### src/rtl/itoa_pkg.sv
// Shared constants, types and functions of the integer-to-ASCII converter
package itoa_pkg;

	localparam int VALUE_WIDTH = 16;
	localparam int NUMBER_W    = 16;
	localparam int CHAR_W      = 7;
	localparam int DIGIT_W     = 6;
	localparam int RADIX_W     = 6;
	localparam int IDX_W       = $clog2(VALUE_WIDTH);
	localparam int CNT_W       = $clog2(VALUE_WIDTH + 1);
	localparam int DIV_CNT_W   = $clog2(VALUE_WIDTH);
	localparam logic [DIV_CNT_W-1:0] DIV_LAST = DIV_CNT_W'(VALUE_WIDTH - 1);

	localparam int PADDR_W = 3;
	localparam int PDATA_W = 32;
	// register select is the word bit of the byte address
	localparam logic REG_RADIX = 1'b0;

	localparam logic [RADIX_W-1:0] RADIX_RESET = 6'd10;
	localparam logic [RADIX_W-1:0] RADIX_MIN   = 6'd2;
	localparam logic [RADIX_W-1:0] RADIX_MAX   = 6'd36;
	localparam logic [RADIX_W-1:0] DECIMAL     = 6'd10;

	localparam logic [CHAR_W-1:0] CHAR_ZERO  = 7'h30;
	localparam logic [CHAR_W-1:0] CHAR_A     = 7'h41;
	localparam logic [CHAR_W-1:0] CHAR_MINUS = 7'h2D;
	localparam logic [CHAR_W-1:0] CHAR_TEN   = 7'd10;

	typedef enum logic [1:0] {
		ST_IDLE,
		ST_DIVIDE,
		ST_EMIT
	} itoa_state_t;

	// control from the sequencer to the digit stack
	typedef struct packed {
		logic               clear;
		logic               neg;
		logic               push;
		logic [DIGIT_W-1:0] digit;
		logic               emit;
	} itoa_ctl_t;

	// clamp the radix register to 2..36
	function automatic logic [RADIX_W-1:0] eff_radix(input logic [RADIX_W-1:0] r);
		if (r < RADIX_MIN)
			return RADIX_MIN;
		else if (r > RADIX_MAX)
			return RADIX_MAX;
		else
			return r;
	endfunction

	// map a digit value to '0'..'9' or 'A'..'Z'
	function automatic logic [CHAR_W-1:0] digit_char(input logic [DIGIT_W-1:0] d);
		logic [CHAR_W-1:0] dw;
		dw = {1'b0, d};
		if (d < DECIMAL)
			return CHAR_ZERO + dw;
		else
			return CHAR_A + dw - CHAR_TEN;
	endfunction

endpackage

### src/rtl/itoa_if.sv
// Stream interfaces for the number input and the character output
interface itoa_num_if;
	import itoa_pkg::*;
	logic                       valid;
	logic                       ready;
	logic signed [NUMBER_W-1:0] number;

	modport source (output valid, output number, input ready);
	modport sink (input valid, input number, output ready);
endinterface

interface itoa_chr_if;
	import itoa_pkg::*;
	logic              valid;
	logic              ready;
	logic [CHAR_W-1:0] character;
	logic              last;

	modport source (output valid, output character, output last, input ready);
	modport sink (input valid, input character, input last, output ready);
endinterface

### src/rtl/integer_to_ascii_radix.sv
// Top level: integer to ASCII text in a configurable radix
//
//  channel | dir | handshake     | payload
//  num     | in  | valid/ready   | number (16-bit signed)
//  chr     | out | valid/ready   | character (7-bit ASCII), last
//  apb     | in  | psel/penable  | radix at byte address 0
//
// Each digit takes one pass of the bit-serial divider, so an item is split
// into D digits by D passes, then its characters (digits plus an optional
// minus) are loaded into the output register one after another.
// Radix 10 at 16 bits: at most 5 digits; radix 2: up to 16.
// Reset clears control state; the digit stack needs no clearing pass.
// A stalled sink holds the output register and the stack; no new number is taken
// until the last character has been loaded into the output register.
module integer_to_ascii_radix (
	input  logic                        clk,
	input  logic                        arst_n,
	input  logic                        psel,
	input  logic                        penable,
	input  logic                        pwrite,
	input  logic [itoa_pkg::PADDR_W-1:0] paddr,
	input  logic [itoa_pkg::PDATA_W-1:0] pwdata,
	output logic [itoa_pkg::PDATA_W-1:0] prdata,
	output logic                        pready,
	itoa_num_if.sink                    num,
	itoa_chr_if.source                  chr
);
	import itoa_pkg::*;

	itoa_state_t            state_q;
	itoa_state_t            state_nxt;
	logic [RADIX_W-1:0]     radix_q;
	logic [RADIX_W-1:0]     base;
	logic [VALUE_WIDTH-1:0] value;
	logic                   neg;
	logic [VALUE_WIDTH-1:0] mag;

	logic                   div_start;
	logic [VALUE_WIDTH-1:0] div_dividend;
	logic                   div_done;
	logic [VALUE_WIDTH-1:0] div_quo;
	logic [DIGIT_W-1:0]     div_rem;
	itoa_ctl_t              ctl;
	logic                   emit_done;

	// configuration register
	always_ff @(posedge clk or negedge arst_n) begin
		if (!arst_n)
			radix_q <= RADIX_RESET;
		else if (psel && penable && pwrite && paddr[PADDR_W-1] == REG_RADIX)
			radix_q <= pwdata[RADIX_W-1:0];
	end

	assign pready = 1'b1;
	assign prdata = (paddr[PADDR_W-1] == REG_RADIX) ? PDATA_W'(radix_q) : '0;

	// sign handling: minus only in decimal, magnitude taken unsigned
	always_comb begin
		base  = eff_radix(radix_q);
		value = num.number[VALUE_WIDTH-1:0];
		neg   = value[VALUE_WIDTH-1] && (base == DECIMAL);
		mag   = neg ? (~value + 1'b1) : value;
	end

	// state register
	always_ff @(posedge clk or negedge arst_n) begin
		if (!arst_n)
			state_q <= ST_IDLE;
		else
			state_q <= state_nxt;
	end

	// next state and sequencing
	always_comb begin
		state_nxt    = state_q;
		num.ready    = 1'b0;
		div_start    = 1'b0;
		div_dividend = div_quo;
		ctl          = '0;
		ctl.neg      = neg;
		ctl.digit    = div_rem;
		unique case (state_q)
			ST_IDLE: begin
				num.ready = 1'b1;
				if (num.valid) begin
					div_start    = 1'b1;
					div_dividend = mag;
					ctl.clear    = 1'b1;
					state_nxt    = ST_DIVIDE;
				end
			end
			ST_DIVIDE: begin
				if (div_done) begin
					ctl.push = 1'b1;
					if (div_quo == '0)
						state_nxt = ST_EMIT;
					else
						div_start = 1'b1;
				end
			end
			ST_EMIT: begin
				ctl.emit = 1'b1;
				if (emit_done)
					state_nxt = ST_IDLE;
			end
			default: state_nxt = ST_IDLE;
		endcase
	end

	itoa_divider u_div (
		.clk       (clk),
		.arst_n    (arst_n),
		.start     (div_start),
		.dividend  (div_dividend),
		.divisor   (base),
		.done      (div_done),
		.quotient  (div_quo),
		.remainder (div_rem)
	);

	itoa_emitter u_emit (
		.clk    (clk),
		.arst_n (arst_n),
		.ctl    (ctl),
		.done   (emit_done),
		.chr    (chr)
	);

endmodule

### src/rtl/itoa_divider.sv
// Bit-serial restoring divider: one quotient bit per cycle
module itoa_divider (
	input  logic                          clk,
	input  logic                          arst_n,
	input  logic                          start,
	input  logic [itoa_pkg::VALUE_WIDTH-1:0] dividend,
	input  logic [itoa_pkg::RADIX_W-1:0]  divisor,
	output logic                          done,
	output logic [itoa_pkg::VALUE_WIDTH-1:0] quotient,
	output logic [itoa_pkg::DIGIT_W-1:0]  remainder
);
	import itoa_pkg::*;

	logic                   run_q;
	logic                   done_q;
	logic [DIV_CNT_W-1:0]   cnt_q;
	logic [VALUE_WIDTH-1:0] quo_q;
	logic [DIGIT_W-1:0]     rem_q;

	logic [DIGIT_W:0]       trial;
	logic [DIGIT_W:0]       diff;
	logic                   ge;
	logic [DIGIT_W-1:0]     rem_nxt;

	// shift in the next dividend bit and try a subtract
	always_comb begin
		trial   = {rem_q, quo_q[VALUE_WIDTH-1]};
		diff    = trial - {1'b0, divisor};
		ge      = trial >= {1'b0, divisor};
		rem_nxt = ge ? diff[DIGIT_W-1:0] : trial[DIGIT_W-1:0];
	end

	// sequence one bit per cycle and flag the final one
	always_ff @(posedge clk or negedge arst_n) begin
		if (!arst_n) begin
			run_q  <= 1'b0;
			done_q <= 1'b0;
			cnt_q  <= '0;
		end else begin
			done_q <= 1'b0;
			if (start) begin
				run_q <= 1'b1;
				cnt_q <= '0;
			end else if (run_q) begin
				cnt_q <= cnt_q + 1'b1;
				if (cnt_q == DIV_LAST) begin
					run_q  <= 1'b0;
					done_q <= 1'b1;
				end
			end
		end
	end

	// hold partial remainder and quotient
	always_ff @(posedge clk) begin
		if (start) begin
			quo_q <= dividend;
			rem_q <= '0;
		end else if (run_q) begin
			quo_q <= {quo_q[VALUE_WIDTH-2:0], ge};
			rem_q <= rem_nxt;
		end
	end

	assign done      = done_q;
	assign quotient  = quo_q;
	assign remainder = rem_q;

endmodule

### src/rtl/itoa_emitter.sv
// Digit stack and character output register
module itoa_emitter (
	input  logic                clk,
	input  logic                arst_n,
	input  itoa_pkg::itoa_ctl_t ctl,
	output logic                done,
	itoa_chr_if.source          chr
);
	import itoa_pkg::*;

	logic [DIGIT_W-1:0] store_q [VALUE_WIDTH];
	logic [CNT_W-1:0]   cnt_q;
	logic [IDX_W-1:0]   ptr_q;
	logic               sign_q;
	logic               ovalid_q;
	logic [CHAR_W-1:0]  char_q;
	logic               last_q;

	logic               load;
	logic               last_nxt;
	logic [CHAR_W-1:0]  char_nxt;

	// pick the next character: sign first, then digits from the top
	always_comb begin
		load     = ctl.emit && (!ovalid_q || chr.ready);
		last_nxt = !sign_q && (ptr_q == '0);
		char_nxt = sign_q ? CHAR_MINUS : digit_char(store_q[ptr_q]);
	end

	assign done = load && last_nxt;

	// write digits, least significant first
	always_ff @(posedge clk) begin
		if (ctl.push)
			store_q[cnt_q[IDX_W-1:0]] <= ctl.digit;
	end

	// track fill level, read pointer and pending sign
	always_ff @(posedge clk or negedge arst_n) begin
		if (!arst_n) begin
			cnt_q  <= '0;
			ptr_q  <= '0;
			sign_q <= 1'b0;
		end else begin
			if (ctl.clear) begin
				cnt_q  <= '0;
				sign_q <= ctl.neg;
			end else if (ctl.push) begin
				cnt_q <= cnt_q + 1'b1;
				ptr_q <= cnt_q[IDX_W-1:0];
			end else if (load) begin
				if (sign_q)
					sign_q <= 1'b0;
				else
					ptr_q <= ptr_q - 1'b1;
			end
		end
	end

	// output beat valid
	always_ff @(posedge clk or negedge arst_n) begin
		if (!arst_n)
			ovalid_q <= 1'b0;
		else if (load)
			ovalid_q <= 1'b1;
		else if (chr.ready)
			ovalid_q <= 1'b0;
	end

	// output beat payload
	always_ff @(posedge clk) begin
		if (load) begin
			char_q <= char_nxt;
			last_q <= last_nxt;
		end
	end

	assign chr.valid     = ovalid_q;
	assign chr.character = char_q;
	assign chr.last      = last_q;

endmodule

### src/flat_wrapper.sv
// flat-port wrapper written by rule: the top's interface ports become plain ports
module integer_to_ascii_radix_flat import itoa_pkg::*;
  (clk, arst_n, psel, penable, pwrite, paddr, pwdata, prdata, pready, num_valid, num_number, num_ready, chr_valid, chr_character, chr_last, chr_ready);
  itoa_num_if num_i ();
  itoa_chr_if chr_i ();
  input  logic clk;
  input  logic arst_n;
  input  logic psel;
  input  logic penable;
  input  logic pwrite;
  input  logic [itoa_pkg::PADDR_W-1:0] paddr;
  input  logic [itoa_pkg::PDATA_W-1:0] pwdata;
  output logic [itoa_pkg::PDATA_W-1:0] prdata;
  output logic pready;
  input wire logic [$bits(num_i.valid)-1:0] num_valid;
  input wire logic [$bits(num_i.number)-1:0] num_number;
  output wire logic [$bits(num_i.ready)-1:0] num_ready;
  output wire logic [$bits(chr_i.valid)-1:0] chr_valid;
  output wire logic [$bits(chr_i.character)-1:0] chr_character;
  output wire logic [$bits(chr_i.last)-1:0] chr_last;
  input wire logic [$bits(chr_i.ready)-1:0] chr_ready;
  assign num_i.valid = num_valid;
  assign num_i.number = num_number;
  assign num_ready = num_i.ready;
  assign chr_valid = chr_i.valid;
  assign chr_character = chr_i.character;
  assign chr_last = chr_i.last;
  assign chr_i.ready = chr_ready;
  integer_to_ascii_radix u_core (.clk(clk), .arst_n(arst_n), .psel(psel), .penable(penable), .pwrite(pwrite), .paddr(paddr), .pwdata(pwdata), .prdata(prdata), .pready(pready), .num(num_i), .chr(chr_i));
endmodule
### config.mk
export PLATFORM = sky130hd
export DESIGN_NAME = integer_to_ascii_radix_flat
export DESIGN_NICKNAME = d
export VERILOG_FILES = /design/src/rtl/itoa_pkg.sv /design/src/rtl/itoa_if.sv /design/src/rtl/integer_to_ascii_radix.sv /design/src/rtl/itoa_divider.sv /design/src/rtl/itoa_emitter.sv /design/src/flat_wrapper.sv
export SDC_FILE = /design/constraint.sdc
export NUM_CORES = 1
export LEC_CHECK = 0
export ABC_AREA = 1
export BUFFER_PORTS_ARGS = -buffer_cell sky130_fd_sc_hd__clkbuf_2
export CAP_MARGIN = 20
export CORE_ASPECT_RATIO = 0.7
export CORE_MARGIN = 4
export CORE_UTILIZATION = 50
export CTS_CLUSTER_DIAMETER = 150
export CTS_CLUSTER_SIZE = 25
export DETAILED_ROUTE_END_ITERATION = 8
export GPL_TIMING_DRIVEN = 0
export PLACE_DENSITY_LB_ADDON = 0.3
export REMOVE_ABC_BUFFERS = 1
export SETUP_SLACK_MARGIN = 0.1
export SYNTH_ARGS = -nofsm -noshare
export SYNTH_HDL_FRONTEND = slang
export SYNTH_HIERARCHICAL = 1
export SYNTH_SLANG_ARGS = --single-unit
### constraint.sdc
create_clock -name clk -period 2.1 [get_ports clk]
set_input_delay 0.42 -clock clk [delete_from_list [all_inputs] [get_ports clk]]
set_output_delay 0.42 -clock clk [all_outputs]
set_load 0.01 [all_outputs]
# --- After elaboration in Yosys (flattened, before gate mapping) ---
# Memories as Yosys holds them, arrays and structs flattened.
# Index checks and enable logic that the tools add are counted.
classes:
  addsub: 8
  n_bitwise: 3
  n_eq_ne: 12
  reduce_logical: 22
  order_cmp: 4
  muxes: 44
op_table:
  columns: ["op", "n"]
  rows:
  - ["16-bit 2-to-1 mux", 5]
  - ["6-bit 2-to-1 mux", 4]
  - ["1-bit 2-to-1 mux", 21]
  - ["4-bit 2-to-1 mux", 5]
  - ["16-bit by 1-bit adder with 16-bit output, second input constant", 1]
  - ["16-bit zero test", 1]
  - ["16-bit inverter", 1]
  - ["5-bit 2-to-1 mux", 2]
  - ["2-bit nonzero test", 5]
  - ["2-bit 2-to-1 mux", 4]
  - ["2-bit by 1-bit inequality test with 1-bit output, second input constant", 4]
  - ["2-bit inequality test, second input constant", 4]
  - ["6-bit by 6-bit adder with 7-bit output, first input constant", 1]
  - ["7-bit by 6-bit adder with 7-bit output, first input constant", 1]
  - ["7-bit by 6-bit >= comparator with 1-bit output", 1]
  - ["1-bit logical AND", 7]
  - ["7-bit 2-to-1 mux", 1]
  - ["7-bit by 4-bit subtractor with 7-bit output, second input constant", 1]
  - ["6-bit by 4-bit == test with 1-bit output, second input constant", 1]
  - ["6-bit greater-than comparator, second input constant", 1]
  - ["6-bit by 2-bit < comparator with 1-bit output, second input constant", 1]
  - ["6-bit by 4-bit < comparator with 1-bit output, second input constant", 1]
  - ["2-bit one-hot mux with 3 select lines", 1]
  - ["3-bit AND reduction", 2]
  - ["15 further kinds", 17]
word_totals:
  ramBits: 96
  elab_cells: 107
  mem_count: 1
  input_bits: 58
  reg_bits: 55
mem_list:
  columns: ["memory", "words", "word_bits", "rd", "rd_clocked_by_memory_dff", "write_ports", "line", "source"]
  rows:
  - ["u_core.u_emit.store_q", 16, 6, 1, 0, 1, "itoa_emitter.sv:11", "logic [DIGIT_W-1:0] store_q [VALUE_WIDTH];"]

# --- Logic depth before layout (Yosys ltp) ---
# Gate-level depths: netlist of run 1.
logic_depth:
  depth_word: 9
  depth_mapped: 19

# --- Hierarchy ---
# The synthesis of run 1 kept the hierarchy.
by_module_without_submodules:
  columns: ["mod", "n_inst", "area_per_inst_um2", "seq_area_each_um2", "cells_per_inst"]
  rows:
  - ["itoa_emitter", 1, 5168.7, 3373.2, 483]
  - ["itoa_divider", 1, 1604.0, 750.7, 197]
  - ["integer_to_ascii_radix", 1, 1512.7, 202.7, 270]

# --- Worst setup path before layout of run 1 ---
# Ideal clock, no wire load.
synth_timing:
  path_type: "flip-flop to flip-flop"
  startpoint: "register u_core.state_q[0]"
  endpoint: "register u_core.u_div.quo_q[0], in the netlist u_core/u_div/quotient[0] (enable)"
  n_path_buf: 3
  slack_ns: -0.119
  stages_incl_launch_ff: 9
  setup_time_ns: 0.368
  t_arrival_ns: 1.851
  period_less_slack_ns: 2.219
  cell_sequence: "dfrtp_1 -> nor2_1 -> nand2_1 -> clkbuf_1 -> clkbuf_8 -> nand2_1 -> buf_2 -> nor2_1 -> inv_1"
synth_between:
  elab_chain_len: 4
  elab_cells_between_ends: 7
  classes_between: "eq/ne (3); mux (1); reduce/logical (3)"
synth_lines:
  columns: ["item", "line", "source"]
  rows:
  - ["from (decl)", "integer_to_ascii_radix.sv:30", "itoa_state_t state_q;"]
  - ["from (signal assigned)", "integer_to_ascii_radix.sv:70", "state_q <= state_nxt;"]
  - ["2-bit by 1-bit == test with 1-bit output or 2-bit zero test (tied branches)", "integer_to_ascii_radix.sv:82", "unique case (state_q)"]
  - ["1-bit one-hot mux with 2 select lines (*)", "integer_to_ascii_radix.sv:82", null]
  - ["via u_core.div_start", "integer_to_ascii_radix.sv:38", "logic div_start;"]
  - ["2-bit inequality test (no line) or 2-bit nonzero test (tied branches)", null, null]
  - ["3-bit AND reduction (no line) (*)", null, null]
  - ["to (signal assigned)", "itoa_divider.sv:57", "quo_q <= dividend;"]
  - ["to (signal assigned)", "itoa_divider.sv:60", "quo_q <= {quo_q[VALUE_WIDTH-2:0], ge};"]
  - ["to (decl)", "itoa_divider.sv:17", "logic [VALUE_WIDTH-1:0] quo_q;"]
# The timed path passes the listed nets; every way through them passes the cells marked *.
# A chain may end at the register's enable or synchronous reset.

# --- Worst setup path after layout of run 1 ---
layout_timing:
  startpoint: "register u_core.u_emit.ptr_q[0]"
  endpoint: "register u_core.u_emit.char_q[2], in the netlist u_core/u_emit/chr.character[2] (data pin)"
layout_between:
  elab_chain_len: 4
  elab_cells_between_ends: 6
  classes_between: "add/sub (3); order compare (1); mux (1); memory (1)"
layout_lines:
  columns: ["item", "line", "source"]
  rows:
  - ["from (decl)", "itoa_emitter.sv:13", "logic [IDX_W-1:0] ptr_q;"]
  - ["from (signal assigned)", "itoa_emitter.sv:50", "ptr_q <= cnt_q[IDX_W-1:0];"]
  - ["from (signal assigned)", "itoa_emitter.sv:55", "ptr_q <= ptr_q - 1'b1;"]
  - ["memory read 16 x 6 bit (*)", null, null]
  - ["7-bit by 6-bit adder with 7-bit output", "itoa_pkg.sv:61", "return CHAR_A + dw - CHAR_TEN;"]
  - ["7-bit by 4-bit subtractor with 7-bit output", "itoa_pkg.sv:61", null]
  - ["7-bit 2-to-1 mux (*)", "itoa_pkg.sv:58", "if (d < DECIMAL)"]
  - ["to (signal assigned)", "itoa_emitter.sv:73", "char_q <= char_nxt;"]
  - ["to (decl)", "itoa_emitter.sv:16", "logic [CHAR_W-1:0] char_q;"]
# Every way passes the cells marked *; elsewhere a longest branch is shown, timed or not.

==> results of run 1 <==
[state kept, by name (all words and copies together) (netlist names), 2 cells and up]
register and flops:
u_core/u_emit/store_q 96, u_core/u_div/quotient 16, u_core/u_emit/chr.character 7, u_core/radix_q 6
u_core/u_div/remainder 6, u_core/u_div/cnt_q 4, u_core/u_emit/cnt_q 4, u_core/u_emit/ptr_q 4
u_core/state_q 2
[routing by layer]
metal  vias up  track usage, %  part of all wire, %
met5         -               0                    0
met4         0           4.845                 0.88
met3        24           6.008                   11
met2       364           33.01                   44
met1      3264           34.24                   44
li1       3263               -                    -
[through the flow]
step / setup slack (ns) / setup TNS [ns] / cell area, sq um / utilization (%)
after floorplan: -0.7429 / -15.38 / 7906 / -
after global placement: -1.853 / -86.69 / 8413 / 51.62
after detailed placement: -1.153 / -86.32 / 8414 / 51.63
after CTS: -0.2452 / -1.302 / 9811 / 60.20
after global routing: -0.3651 / -4.069 / 10310 / 63.29
final: -0.2732 / -1.972 / 10310 / 63.29
[repair_timing]
action / 4_1_cts / 5_1_grt
setup buffers: 37 / 21
pin swaps: 28 / 60
resized for setup: 108 / 82
endpoints found under the hold margin: 0 / 0
hold buffers: 0 / 0
setup endpoints to repair: 157 / 150
gates cloned: 5 / 1
[critical path, cell delays in order, from the launching register on]
cell and delay [ns]:
sky130_fd_sc_hd__dfrtp_4 0.52, sky130_fd_sc_hd__buf_12 0.16, sky130_fd_sc_hd__clkinv_16 0.08, sky130_fd_sc_hd__nor2_1 0.05
sky130_fd_sc_hd__o211ai_1 0.19, sky130_fd_sc_hd__nand2_1 0.14, sky130_fd_sc_hd__o21ai_4 0.24, sky130_fd_sc_hd__inv_4 0.08
sky130_fd_sc_hd__ha_4 0.17, sky130_fd_sc_hd__nand2_4 0.08, sky130_fd_sc_hd__nor2_4 0.05, sky130_fd_sc_hd__nor2_4 0.11
sky130_fd_sc_hd__nor2_1 0.05, sky130_fd_sc_hd__nor2_1 0.11, sky130_fd_sc_hd__nand2_1 0.07
[cell type report]
cell class / instances / area, sq um / area share, %
Clock buffer: 19 / 432.9 / 4.197
Clock inverter: 13 / 178.9 / 1.735
Inverter: 107 / 461.7 / 4.476
Multi-Input combinational cell: 661 / 3761 / 36.46
Sequential cell: 150 / 4344 / 42.12
Tap cell: 225 / 281.5 / 2.729
Timing Repair Buffer: 104 / 835.8 / 8.103
Timing Repair inverter: 2 / 18.77 / 0.1820
[logic make-up after synthesis]
family                     after synthesis
adders and majority gates               19
DFF                                    150
buffers and inverters                  167
AOI/OAI and AO/OA                       86
and+or+nand+nor                        519
xor gates and xnor gates                 7
other                                    2
[synthesized netlist by cell type, drive strengths merged]
cell         instances
buf                 49
conb                 2
and3                 1
xor2                 6
clkbuf              10
nand3               75
nand2              273
o221ai               1
fa                   1
o211ai               3
nor3                 6
nor4                 5
dfstp                2
a211oi               1
nand4               25
o21ai               58
ha                  18
edfxtp             120
nand3b               1
xnor2                1
o22ai                4
nor2               128
a21oi               18
or2                  4
dfxtp                6
clkinv               1
dlygate4sd3          1
o31ai                1
and2                 1
dfrtp               22
inv                106
[cells in the final DEF (no fill, tap or decap), drive strengths merged, types with 4 or more instances in the layout]
| cell | synthesis | layout |
|---|---|---|
| clkinvlp | 0 | 6 |
| nand4 | 25 | 25 |
| o22ai | 4 | 4 |
| nor2 | 128 | 128 |
| dfxtp | 6 | 6 |
| conb | 2 | 27 |
| nand2 | 273 | 275 |
| nor4 | 5 | 5 |
| bufinv | 0 | 4 |
| clkbuf | 10 | 65 |
| clkinv | 1 | 6 |
| or2 | 4 | 4 |
| nor3 | 6 | 7 |
| o21ai | 58 | 58 |
| ha | 18 | 18 |
| inv | 106 | 106 |
| nand3 | 75 | 75 |
| buf | 49 | 58 |
| dfrtp | 22 | 22 |
| edfxtp | 120 | 120 |
| a21oi | 18 | 18 |
| xor2 | 6 | 6 |
[report_power, final]
group          leakage, nW  internal (mW)  switching (mW)
Combinational         2.71           2.69            4.18
Clock                0.293           1.98            1.18
Sequential            1.44           4.10           0.757
Total                 4.45           8.77            6.12
[path summary, 6_finish.rpt]
kind / start / slack [ns] / end / depth (start not counted)
setup / recovery: u_core/u_emit/ptr_q[0] / -0.27 / u_core/u_emit/chr.character[2] / 14
max in group asynchronous: arst_n / 1.55 / u_core/u_emit/ptr_q[1] / 1
hold / removal: arst_n / 0.03 / u_core/radix_q[5] / 1
hold reg to reg: u_core/u_div/cnt_q[3] / 0.47 / u_core/u_div/cnt_q[3] / 1
min in group clk: pwdata[1] / 0.21 / u_core/radix_q[1] / 3
setup reg to reg: u_core/u_emit/ptr_q[0] / -0.27 / u_core/u_emit/chr.character[2] / 14
==> impl.org, run 1 <==
** Worst setup path
- Critical Path Fanout Max :: 26
- The worst setup path is launched from a flop.
- The critical path in this run is classified as flop to flop.
- STA classifies the critical path endpoint as a flop.
- Arrival @ worst endpoint :: around 2.6 ns
- Req. time, crit path :: 2.27 ns

** Power and ir drop
- Power per cell area :: 1443 mW/mm^2
- Lkg Pwr :: about 4.4 nW
- Overall power consumption after layout is estimated at roughly 15 mW.
- IR analysis of the VDD net gives a maximum drop of 672.0 uV.

** STA
- Max Transition Viols Final :: 0
- Setup Viol. Count Final :: 13
- For the finished layout, the period the worst path requires is 2.373 ns.
- The total count of hold-check failures in the final report was 0.
- Min Hold Slack :: 0.02701 ns
- After layout, the worst path uses 113.0% of the clock period.
- Slew margin rel. :: between 50 and 60%
- For the pin with the worst max-slew slack, the measured transition is between 0.6 and 0.7 ns.
- Setup slack on the critical path of the routed design comes to -0.2732 ns.
- Static timing analysis puts the maximum clock frequency at ~420 MHz.
- Maximum clock skew at final layout :: 0.009482 ns
- RSZ-0062 raised after global routing :: true

** Global route
- Global routing consumed, over all layers together, between 20 and 25% of the routing resources.
- Entering global routing, the biggest net connects 27 pins.
- Antenna violations before repair :: 1
- Summed over all layers, the global routing overflow is 0.
- The first global-routing pass estimated 32,570 um of wire.
- Number of global-route vias before repair :: approximately 6,100

** Clocking
- The clock passes through at most 2 buffers.
- Number of clock sinks seen by CTS :: 150
- CTS placed an instance of sky130_fd_sc_hd__clkbuf_16 at the clock tree root.
- Buffers inserted during clock tree synthesis total 17.
- Max H-tree Level :: 4
- Clock tree from TritonCTS :: done
- After clock tree synthesis, the clock-pin slew on the worst setup and hold paths is ~0.06 ns.
- Clock latency of the later-clocked register in the worst-skew pair :: ~0.43 ns

** Cells and area
- Final #Nets :: between 1,000 and 1,500
- Compared with the post-synthesis result, the final layout area differs by 24.49%.
- Share of layout cells above drive strength 1 :: around 28%
- Diodes inserted :: 0
- Finished Layout Cells :: roughly 1,300
- Fill cells :: ~1,300

** Drt
- Number of vias in the routed layout :: between 6,000 and 7,000
- Dividing the detail-routed wire length by the instance count gives 17.24 um.
- For this run, design rule violations remaining after detail routing come to 0.
- Drt first-iter violations :: between 800 and 900
- Summed over all layers, the routed wires come to approximately 22,000 um.
- Number of optimization iterations in the first detailed-route pass :: 7
- Residual antenna-violating net count after detailed routing :: 0
- Vias per Instance :: 5.398

** Floorplanning
- Placeable core region :: about 0.016 sq mm
- In this run the horizontal extent of the chip is approximately 160 um.
- Floorplan row count :: 39
- The floorplan step set the die height to roughly 120 um.
- Count of pins on the block boundary :: between 100 and 150
- Full die area :: between 0.015 and 0.02 sq mm
- For this configuration, the core starts out at a cell density of roughly 51%.

** Synth
- Synth Cell Area :: 0.008285 sq mm
- After synthesis the netlist holds a flip-flop and latch count of 150.
- Post-synthesis simple-gate area fraction :: about 28%
- Top cells by area in the synthesized netlist :: sky130_fd_sc_hd__edfxtp_1 (43%), sky130_fd_sc_hd__nand2_1 (12%), sky130_fd_sc_hd__dfrtp_1 (6.6%), sky130_fd_sc_hd__nor2_1 (5.4%), sky130_fd_sc_hd__inv_1 (4.4%)
- Mean cell area of the mapped netlist :: 8.722 sq um
- The synthesized netlist devotes 5.814% of its cell area to compound gates.
- Sequential cell area fraction in the yosys report :: 52.22%
- Post-synthesis instance total :: 950
- After Yosys synthesis, full adders, half adders and majority gates account for about 3.0% of the synthesized area.
- During synthesis, Yosys emitted a total of 6 warnings.
- Of the total synthesized cell area, the portion taken by XOR and XNOR cells is 0.7400%.
- The top cell type by area accounts for a little over two fifths of the synthesized area.
- Summed over all instances, the cell type with the most area after synthesis is sky130_fd_sc_hd__edfxtp_1.
- In the synthesized netlist, mux cells make up 0% of the area.
- By area, the combinational part of the netlist is dominated by simple AND/OR/NAND/NOR gates.
- The number of different library cells used by synthesis comes to between 50 and 60.

** Placement
- Routability-driven placement finished with a final weighted congestion of roughly 0.9.
- Summed over all nets, the half-perimeter wirelength after detailed placement is about 12,000 um.
- After detailed placement, the design holds a cell count of roughly 1,200.
- Port buffering added 45 buffers.

** Run status
- The flow ran to the end, but the final reports show violations.
- Violated checks :: negative setup slack

** Worst hold path
- The worst hold path belongs to the class input port to asynchronous set/reset pin.

** Run
- Across the run, the number of max-cap violations was 0.
Note: power is estimated with default switching activity, not from simulation.
==> run 2, diff against run 1 <==
==> constraint.sdc (replaced) <==
create_clock -name clk -period 2.21 [get_ports clk]
set_input_delay 0.442 -clock clk [delete_from_list [all_inputs] [get_ports clk]]
set_output_delay 0.442 -clock clk [all_outputs]
set_load 0.01 [all_outputs]
==> run 2 against run 1 <==
  * The flow still finishes with violations (negative setup slack)
  * Wire length up 2.4%
  * Clock-buffer cell count is the same
  * Flip-flop and latch count unchanged
  * Critical path type unchanged
==> impl.org, run 2 (synthesized netlist as in run 1, its figures left out) <==
** Run status
- The flow ran to the end, but the final reports show violations.
- The final reports fail on negative setup slack.

** Cells and area
- Fill cells :: 1,303 (+0.62%)
- The utilization after layout was 62.69% (-0.60 points).
- The top cell types in the final layout, fill and taps aside, are sky130_fd_sc_hd__nand2_1 (239), sky130_fd_sc_hd__edfxtp_1 (120), sky130_fd_sc_hd__inv_1 (90).
- Finished Layout Cells :: 1,277 (-0.31%)
- Diodes inserted :: 0 (unchanged)
- Most frequent standard cell in the layout excluding fill and tap cells :: sky130_fd_sc_hd__nand2_1
- Final #Nets :: 1,116 (-0.36%)
- Seq. cell area :: 0.004344 sq mm (unchanged)
- Share of layout cells above drive strength 1 :: 26.52% (-1.3 points)
- Number of flip-flops under the largest register name :: 96 (unchanged)
- The multi-input combinational cell area was 0.003704 sq mm (-1.5%).
- Area overhead of the layout relative to synthesis :: 23.32%

** Placement
- The instance count after placement with tap cells included is 1,185 (unchanged).
- Post-detailed-placement half-perimeter wirelength :: 12,160 um (unchanged)
- Placer congestion estimate :: 0.8856 (unchanged)
- The number of I/O port buffers came to 45 (unchanged).

** Floorplanning
- The area of the die came to 0.01873 sq mm (unchanged).
- Count of pins on the block boundary :: 101 (unchanged)
- The placeable core region came to 0.01630 sq mm (unchanged).
- Floorplan row count :: 39 (unchanged)
- The initial standard-cell utilization of the core was 50.84% (unchanged).
- The floorplan die height was 115.7 um (unchanged).
- The width of the die came to 161.9 um (unchanged).

** Worst setup path
- CP endpoint kind :: flop
- CP peak stage delay :: 0.48 ns (-0.04 ns)
- Setup crit start :: u_core/u_emit/ptr_q[0]
- The critical path is of the flop to flop type.
- The length in cells of the worst reg-to-reg path came to 13 (-1).
- The largest individual stage delay along the critical path comes from the cell sky130_fd_sc_hd__dfrtp_4.
- The data required time of the worst path was 2.39 ns (+0.12 ns).
- Arrival @ worst endpoint :: 2.58 ns (+0.03 ns)
- In this run the critical register-to-register path is launched from u_core/u_emit/ptr_q[0].
- Type of origin of the critical path :: flop
- The critical path goes through buf_6 -> o21ai_0 -> o211ai_1 -> nand2_1 -> o21ai_4 -> inv_4 -> ha_4 -> nand2_4 -> nor2_4 -> nor2_4 -> nor2_1 -> nor2_1 -> nand2_1.
- The largest fanout of any net on the critical path was 13 (-50%).

** Global route
- Antenna violations before repair :: 1 (unchanged)
- Wire length of the first global-routing pass :: 31,910 um (-2.0%)
- Overall Global Routing Usage :: 22.18% (-0.46 points)
- The number of global-route vias before repair is 5,929 (-2.1%).
- The total global routing overflow is 0 (unchanged).
- The pin count of the biggest net entering global routing came to 27 (unchanged).

** Drt
- DRC violations left :: 0 (unchanged)
- Drt first-iter violations :: 972 (+13%)
- The final wirelength was 22,610 um (+2.4%).
- The via density per instance came to 5.484 (+1.6%).
- The count of TritonRoute iterations in the first routing pass was 7 (unchanged).
- Residual antenna-violating net count after detailed routing :: 0 (unchanged)
- Number of vias in the routed layout :: 7,003 (+1.3%)
- The average wire per cell in the routed design is 17.71 um (+2.7%).

** Clocking
- The root buffer cell chosen for the clock tree is sky130_fd_sc_hd__clkbuf_16.
- Number of clock sinks seen by CTS :: 150 (unchanged)
- Max clock buf depth :: 2 (unchanged)
- Clk slew on worst S/H paths :: 0.07 ns (about the same)
- The source-to-sink clock delay at the later pin of the worst-skew pair was 0.43 ns (about the same).
- The total number of H-tree levels was 4 (unchanged).
- The number of buffers created by CTS came to 17 (unchanged).
- TritonCTS built the clock tree.

** STA
- The number of failing setup endpoints in the final timing report is 7 (-6).
- The transition time at the pin with the least slew margin came to 0.7131 ns (+0.02303 ns).
- The final worst-path setup slack came to -0.1961 ns (+0.07703 ns).
- Setup repair after global routing could not meet its margin everywhere.
- Slew margin rel. :: 52.39% (-1.6 points)
- The final period demand of the worst path came to 2.406 ns (+0.03297 ns).
- The final clock skew was 0.009634 ns (+0.0001514 ns).
- The total count of hold-check failures in the final report is 0 (unchanged).
- Max Transition Viols Final :: 0 (unchanged)
- The achievable clock frequency was 415.6 MHz (-1.4%).
- The portion of the clock cycle consumed by the worst path in the final layout was 108.9% (-4.1 points).

** Power and ir drop
- Power share of the sequential group :: 32.6% (about the same)
- Power per cell area :: 1380 mW/mm^2 (-4.4%)
- The maximum VDD drop came to 595.3 uV (-11%).
- The static leakage is 4.401 nW (-1.0%).
- The part of the total power dissipated in combinational logic came to 46.0% (-0.2 points).
- The design internal power is 8.262 mW (-5.8%).
- Net load switching power :: 5.834 mW (-4.6%)
- Net switching fraction of the power :: 41.39% (+0.29 points)
- The clock share of power came to 21.3% (about the same).

** Run
- The count of maximum capacitance violations came to 0 (unchanged).

** Worst hold path
- Classification of the worst-slack hold path :: input port to asynchronous set/reset pin
==> run 2: cell count changes in the layout (fill, tap and decap cells not counted), sizes merged <==
| cell | before | now |
|---|---|---|
| buf | 58 | 51 |
| clkbuf | 65 | 66 |
| clkinvlp | 6 | 7 |
| nor2 | 128 | 129 |
==> run 2: path summary, 6_finish.rpt <==
path	to	slack [ns]
worst max-delay path	u_core/u_emit/chr.character[2]	-0.20
worst min-delay path	u_core/radix_q[2]	0.04
worst max register to register	u_core/u_emit/chr.character[2]	-0.20
worst min register to register	u_core/u_div/cnt_q[3]	0.48
max in group asynchronous	u_core/u_emit/ptr_q[1]	1.64
min in group clk	u_core/radix_q[1]	0.22
==> run 2: area by class of cell <==
cell class | instances | area share [%]
well taps | 225 | 2.755
flip-flops and latches | 150 | 42.52
clock inverters | 13 | 1.751
inverters | 107 | 4.543
multi-input cells | 662 | 36.25
repair buffers | 98 | 7.715
clock buffers | 19 | 4.237
repair inverters | 3 | 0.2327
==> run 2: metal layers <==
layer / routed length, um / global-route usage (%) / up-vias
met1: 10070 / 33.59 / 3324
li1: - / - / 3255
met3: 2428 / 6.612 / 29
met5: 0 / 0 / -
met4: 249 / 5.239 / 0
met2: 9865 / 31.48 / 395
==> run 2: worst max-delay path, delay by kind of cell (launching register included) <==
family | cells | cell delay (ns)
simple gates | 7 | 0.65
flops | 1 | 0.48
buf+inv | 2 | 0.27
fa+ha+maj | 1 | 0.17
compound gates | 3 | 0.59
==> run 2: timing repair <==
action,4_1_cts,5_1_grt
endpoints found under the setup margin,157,121
hold buffers,0,0
gates cloned,4,4
pin swaps,17,59
buffers inserted,24,28
endpoints found under the hold margin,0,0
gates resized for setup,67,101
==> run 2: power by group through the flow <==
stage,clock [mW],sequential [mW],combinational (mW)
floorplan,0,4.39,3.32
CTS,3.04,4.62,5.17
detailed placement,0,4.76,4.25
global placement,0,4.73,4.19
global route,3.18,4.66,7.05
finish,3.01,4.60,6.49
==> run 2: per-stage QoR <==
stage          hold WS, ns  worst slack [ns]  total power [mW]  area, sq um  TNS (ns)
2_1_floorplan       0.1464           -0.6329             7.713         7906    -10.35
3_3_place_gp        0.4619            -1.743             8.920         8413    -69.94
3_5_place_dp        0.4659            -1.043             9.012         8414    -69.56
4_1_cts            0.06069           -0.1352             12.83         9573   -0.5317
5_1_grt            0.08314           -0.2520             14.89        10220    -1.894
6_report           0.04450           -0.1961             14.10        10220   -0.9967
==> run 3, diff against run 2 <==
--- a/config.mk
+++ b/config.mk
@@ -5,7 +5,6 @@
 export SDC_FILE = /design/constraint.sdc
 export NUM_CORES = 1
 export LEC_CHECK = 0
-export ABC_AREA = 1
 export BUFFER_PORTS_ARGS = -buffer_cell sky130_fd_sc_hd__clkbuf_2
 export CAP_MARGIN = 20
 export CORE_ASPECT_RATIO = 0.7
==> run 3 against run 2 <==
  * The flow still finishes with violations (negative setup slack)
  * Core utilization grew 1.6 points
  * Combinational power shrank 19%
  * Critical endpoint is now u_core/u_emit/chr.character[0]
  * Register-to-register slack lost 0.38 ns
  * Fmax shrank 14%
  * Highest routed layer unchanged
  * Clock skew grew 0.0047 ns
  * Synthesized cell count shrank 38%
  * Via count shrank 26%
  * Sequential share of layout area grew 3.2 points
  * Largest cell class unchanged
  * Clock power shrank 3%
  * Worst hold slack is essentially flat
==> impl.org, run 3 <==
** Synth
- Number of enable-type register cells in the synthesized netlist :: 120 (unchanged)
- Post-synthesis cell type count :: 68 (+33%)
- Post-Synth Adder-Cell Area :: 3.363% (+0.40 points)
- Post-synthesis compound-gate area fraction :: 7.352% (+1.5 points)
- Post-synthesis simple-gate area fraction :: 11.36% (-16 points)
- Dominant combinational cell family by area after synthesis :: multiplexers
- Share of cell area taken by muxes after synthesis :: 12.22% (+12 points)
- Most area-hungry cell type in the Yosys netlist :: sky130_fd_sc_hd__edfxtp_1
- The average size of a mapped cell came to 12.84 sq um (+47%).
- Post-synthesis instance total :: 591 (-38%)
- The fraction of the yosys area taken by sequential cells is 57.01% (+4.8 points).
- Most numerous cell in the Yosys netlist :: sky130_fd_sc_hd__edfxtp_1
- The async set-or-reset flop fraction in the synthesized netlist is 16.00% (unchanged).
- Synth Cell Area :: 0.007590 sq mm (-8.4%)
- The post-synthesis share of cell area spent on xor and xnor gates is 2.770% (+2.0 points).
- Yosys attributes the largest share of cell area to sky130_fd_sc_hd__edfxtp_1 (47%), sky130_fd_sc_hd__dfrtp_1 (7.3%), sky130_fd_sc_hd__mux4_2 (5.6%), sky130_fd_sc_hd__mux2_2 (3.4%), sky130_fd_sc_hd__ha_1 (3.0%).
- By count the netlist is led by sky130_fd_sc_hd__edfxtp_1 (120), sky130_fd_sc_hd__nand2_1 (54), sky130_fd_sc_hd__nor2_1 (43), sky130_fd_sc_hd__buf_4 (28), sky130_fd_sc_hd__inv_1 (28).
- The area share of the largest cell type after synthesis was 47.48% (+4.0 points).
- The number of synthesized register bits is 150 (unchanged).
- Most common flop cell mapped by yosys :: sky130_fd_sc_hd__edfxtp_1
- Number of warnings printed during yosys synthesis :: 6 (unchanged)

** Cells and area
- Share of layout cells above drive strength 1 :: 41.34% (+15 points)
- Area overhead of the layout relative to synthesis :: 25.09%
- Footprint of the multi-input gates :: 0.003435 sq mm (-7.3%)
- Fill cells :: 1,020 (-22%)
- Core utilization of the finished layout :: 64.29% (+1.6 points)
- Diodes inserted :: 0 (unchanged)
- Final #Nets :: 763 (-32%)
- The number of flip-flops under the largest register name came to 96 (unchanged).
- In the layout the commonest cells are sky130_fd_sc_hd__edfxtp_1 (120), sky130_fd_sc_hd__nand2_1 (46), sky130_fd_sc_hd__clkbuf_2 (45).
- The sequential standard cell area was 0.004344 sq mm (unchanged).
- Leaving out fill and tap cells, the most frequent cell in the layout is sky130_fd_sc_hd__edfxtp_1.

** Placement
- Post-detailed-placement half-perimeter wirelength :: 10,970 um (-9.8%)
- Placer congestion estimate :: 0.8446 (-4.6%)
- # port buffers :: 45 (unchanged)

** Clocking
- The clock transition at the registers of the reported paths was 0.07 ns (about the same).
- Clock latency of the later-clocked register in the worst-skew pair :: 0.42 ns (about the same)
- The total number of H-tree levels is 4 (unchanged).
- The number of buffers created by CTS was 17 (unchanged).
- The total clock sinks is 150 (unchanged).
- Clock root buffer :: sky130_fd_sc_hd__clkbuf_16
- The number of buffers on the longest clock path is 2 (unchanged).
- The number of buffers inserted by hold repair at cts was 0 (unchanged).
- Clock tree from TritonCTS :: done

** Worst setup path
- Arrival @ worst endpoint :: 2.96 ns (+0.38 ns)
- Critical Path Fanout Max :: 7 (-6)
- The worst setup path is launched from a flop.
- The data required time of the worst path was 2.39 ns (about the same).
- The number of buffers and inverters on the critical path is 3 (+1).
- Most Frequent Cell on Critical Path :: sky130_fd_sc_hd__nand2_1
- Largest delay contributor family on the critical path :: simple AND/OR/NAND/NOR gates
- STA classifies the critical path endpoint as a flop.
- Kind of critical path :: flop to flop
- Cell breakdown of the critical path :: buf_4 -> buf_16 -> mux4_1 -> nand2_1 -> and4_2 -> a31oi_4 -> nor2_4 -> buf_6 -> xnor2_2 -> nand2_1
- On the critical path, the stage with the largest delay is an instance of sky130_fd_sc_hd__mux4_1.
- CP peak stage delay :: 0.59 ns (+0.11 ns)
- R2r setup slk :: -0.58 ns (-0.38 ns)

** Worst hold path
- Classification of the worst-slack hold path :: input port to asynchronous set/reset pin

** Drt
- Number of optimization iterations in the first detailed-route pass :: 5 (-2)
- The average wire per cell in the routed design is 21.50 um (+21%).
- The final routed DRC violation total came to 0 (unchanged).
- Residual antenna-violating net count after detailed routing :: 0 (unchanged)
- The via density per instance is 5.823 (+6.2%).
- The final wirelength is 19,230 um (-15%).
- Drt first-iter violations :: 594 (-39%)
- The count of vias placed by the detailed router came to 5,206 (-26%).

** STA
- Maximum clock rate :: 358.7 MHz (-14%)
- Slew margin rel. :: 46.10% (-6.3 points)
- The total count of hold-check failures in the final report is 0 (unchanged).
- The final clock skew was 0.01438 ns (+0.004747 ns).
- The final max-slew violation count was 0 (unchanged).
- The number of failing setup endpoints in the final timing report came to 16 (+9).
- Summed negative setup slack over all endpoints :: -5.139 ns (-4.142 ns)
- Min setup slack post-route :: -0.5780 ns (-0.3819 ns)
- RSZ-0062 raised after global routing :: true
- The final period demand of the worst path was 2.788 ns (+0.3819 ns).
- The transition time at the pin with the least slew margin came to 0.8085 ns (+0.09536 ns).
- Tcrit/Tclk final :: 126.2% (+17 points)

** Floorplanning
- Placeable core region :: 0.01477 sq mm (-9.4%)
- Die Span X :: 155.3 um (-4.1%)
- The number of rows created at floorplan was 37 (-5.1%).
- The floorplan die height came to 111.1 um (-4.0%).
- Full die area :: 0.01725 sq mm (-7.9%)
- The initial standard-cell utilization of the core came to 51.39% (+0.56 points).
- Count of pins on the block boundary :: 101 (unchanged)

** Power and ir drop
- The static leakage was 3.515 nW (-20%).
- Highest ir drop seen on vdd :: 620.8 uV (+4.3%)
- The power density relative to cell area came to 1361 mW/mm^2 (-1.3%).

** Global route
- Total congestion overflow after global routing :: 0 (unchanged)
- The wire length of the first global-routing pass was 28,170 um (-12%).
- The total global-route track usage came to 21.30% (-0.88 points).
- The number of antenna violations at the first check in global routing came to 0 (-1).
- The number of global-route vias before repair came to 5,144 (-13%).
- Largest net degree at the start of global routing :: 34 (+26%)

** Run
- The count of maximum capacitance violations was 0 (unchanged).

** Run status
- Result of the run :: finished with violations
- Violated checks :: negative setup slack
run 3: changes by cell type after synthesis, sizes merged, moves of 21 or more:
cell and delta:
nand2 -217, nor2 -84, inv -78, nand3 -62, mux2 +24, mux4 +23
nand4 -21, o21ai -21
run 3: path summary, 6_finish.rpt:
kind                                         from                              to  cells past startpoint
setup / recovery           u_core/u_emit/ptr_q[0]  u_core/u_emit/chr.character[0]                     10
hold / removal                             arst_n               u_core/radix_q[0]                      1
setup reg to reg           u_core/u_emit/ptr_q[0]  u_core/u_emit/chr.character[0]                     10
hold reg to reg                 u_core/state_q[1]               u_core/state_q[0]                      1
max in group asynchronous                  arst_n          u_core/u_emit/ptr_q[1]                      1
min in group clk                        pwdata[0]               u_core/radix_q[0]                      2
run 3: cell type report:
class                      count  area share, %
clock buffer                  18          4.520
clock inverter                14          1.713
inverter                      28          1.212
multi-input combinational    389          36.18
sequential                   150          45.76
tap                          195          2.570
timing repair buffer         100          8.052
run 3: what timing repair did:
action,in CTS,in global routing
pin swaps,35,21
gates resized for setup,111,46
gates cloned,2,2
buffers inserted,33,20
endpoints found under the setup margin,109,72
run 3: stage by stage:
stage	total power, mW	hold WS, ns	instance area [sq um]	instances	setup WS (ns)
global route	13.51	0.07754	9494	894	-0.6131
detailed placement	7.942	0.4700	7835	805	-1.195
CTS	12.10	0.05963	9107	872	-0.4994
finish	12.92	0.04496	9494	894	-0.5780
global placement	7.738	0.4516	7815	804	-2.464
floorplan	6.925	0.1464	7346	564	-1.206
run 3: power by group:
part           switching, mW  leakage (nW)  internal [mW]
combinational           2.56          1.81           2.70
clock                   1.21         0.277           1.69
sequential             0.897          1.43           3.86
run 3: cell families (layout without fill, tap and decap cells):
logic type               Yosys count  count (layout)
AND/OR/NAND/NOR                  175             177
flip-flops                       150             150
AO/OA/AOI/OAI                     81              82
buffers and inverters             80             160
multiplexers                      59              59
XOR/XNOR                          24              24
adder cells (fa/ha/maj)           20              20
other                              2              27
run 3: metal layers:
layer | wire length, um | vias to the layer above | share of wire (%) | global-route usage, %
met2 | 9266 | 212 | 48 | 32.33
met5 | 0 | - | 0 | 0
li1 | - | 2324 | - | -
met3 | 1375 | 37 | 7.2 | 4.760
met1 | 8199 | 2633 | 43 | 30.26
met4 | 384 | 0 | 2.0 | 7.813
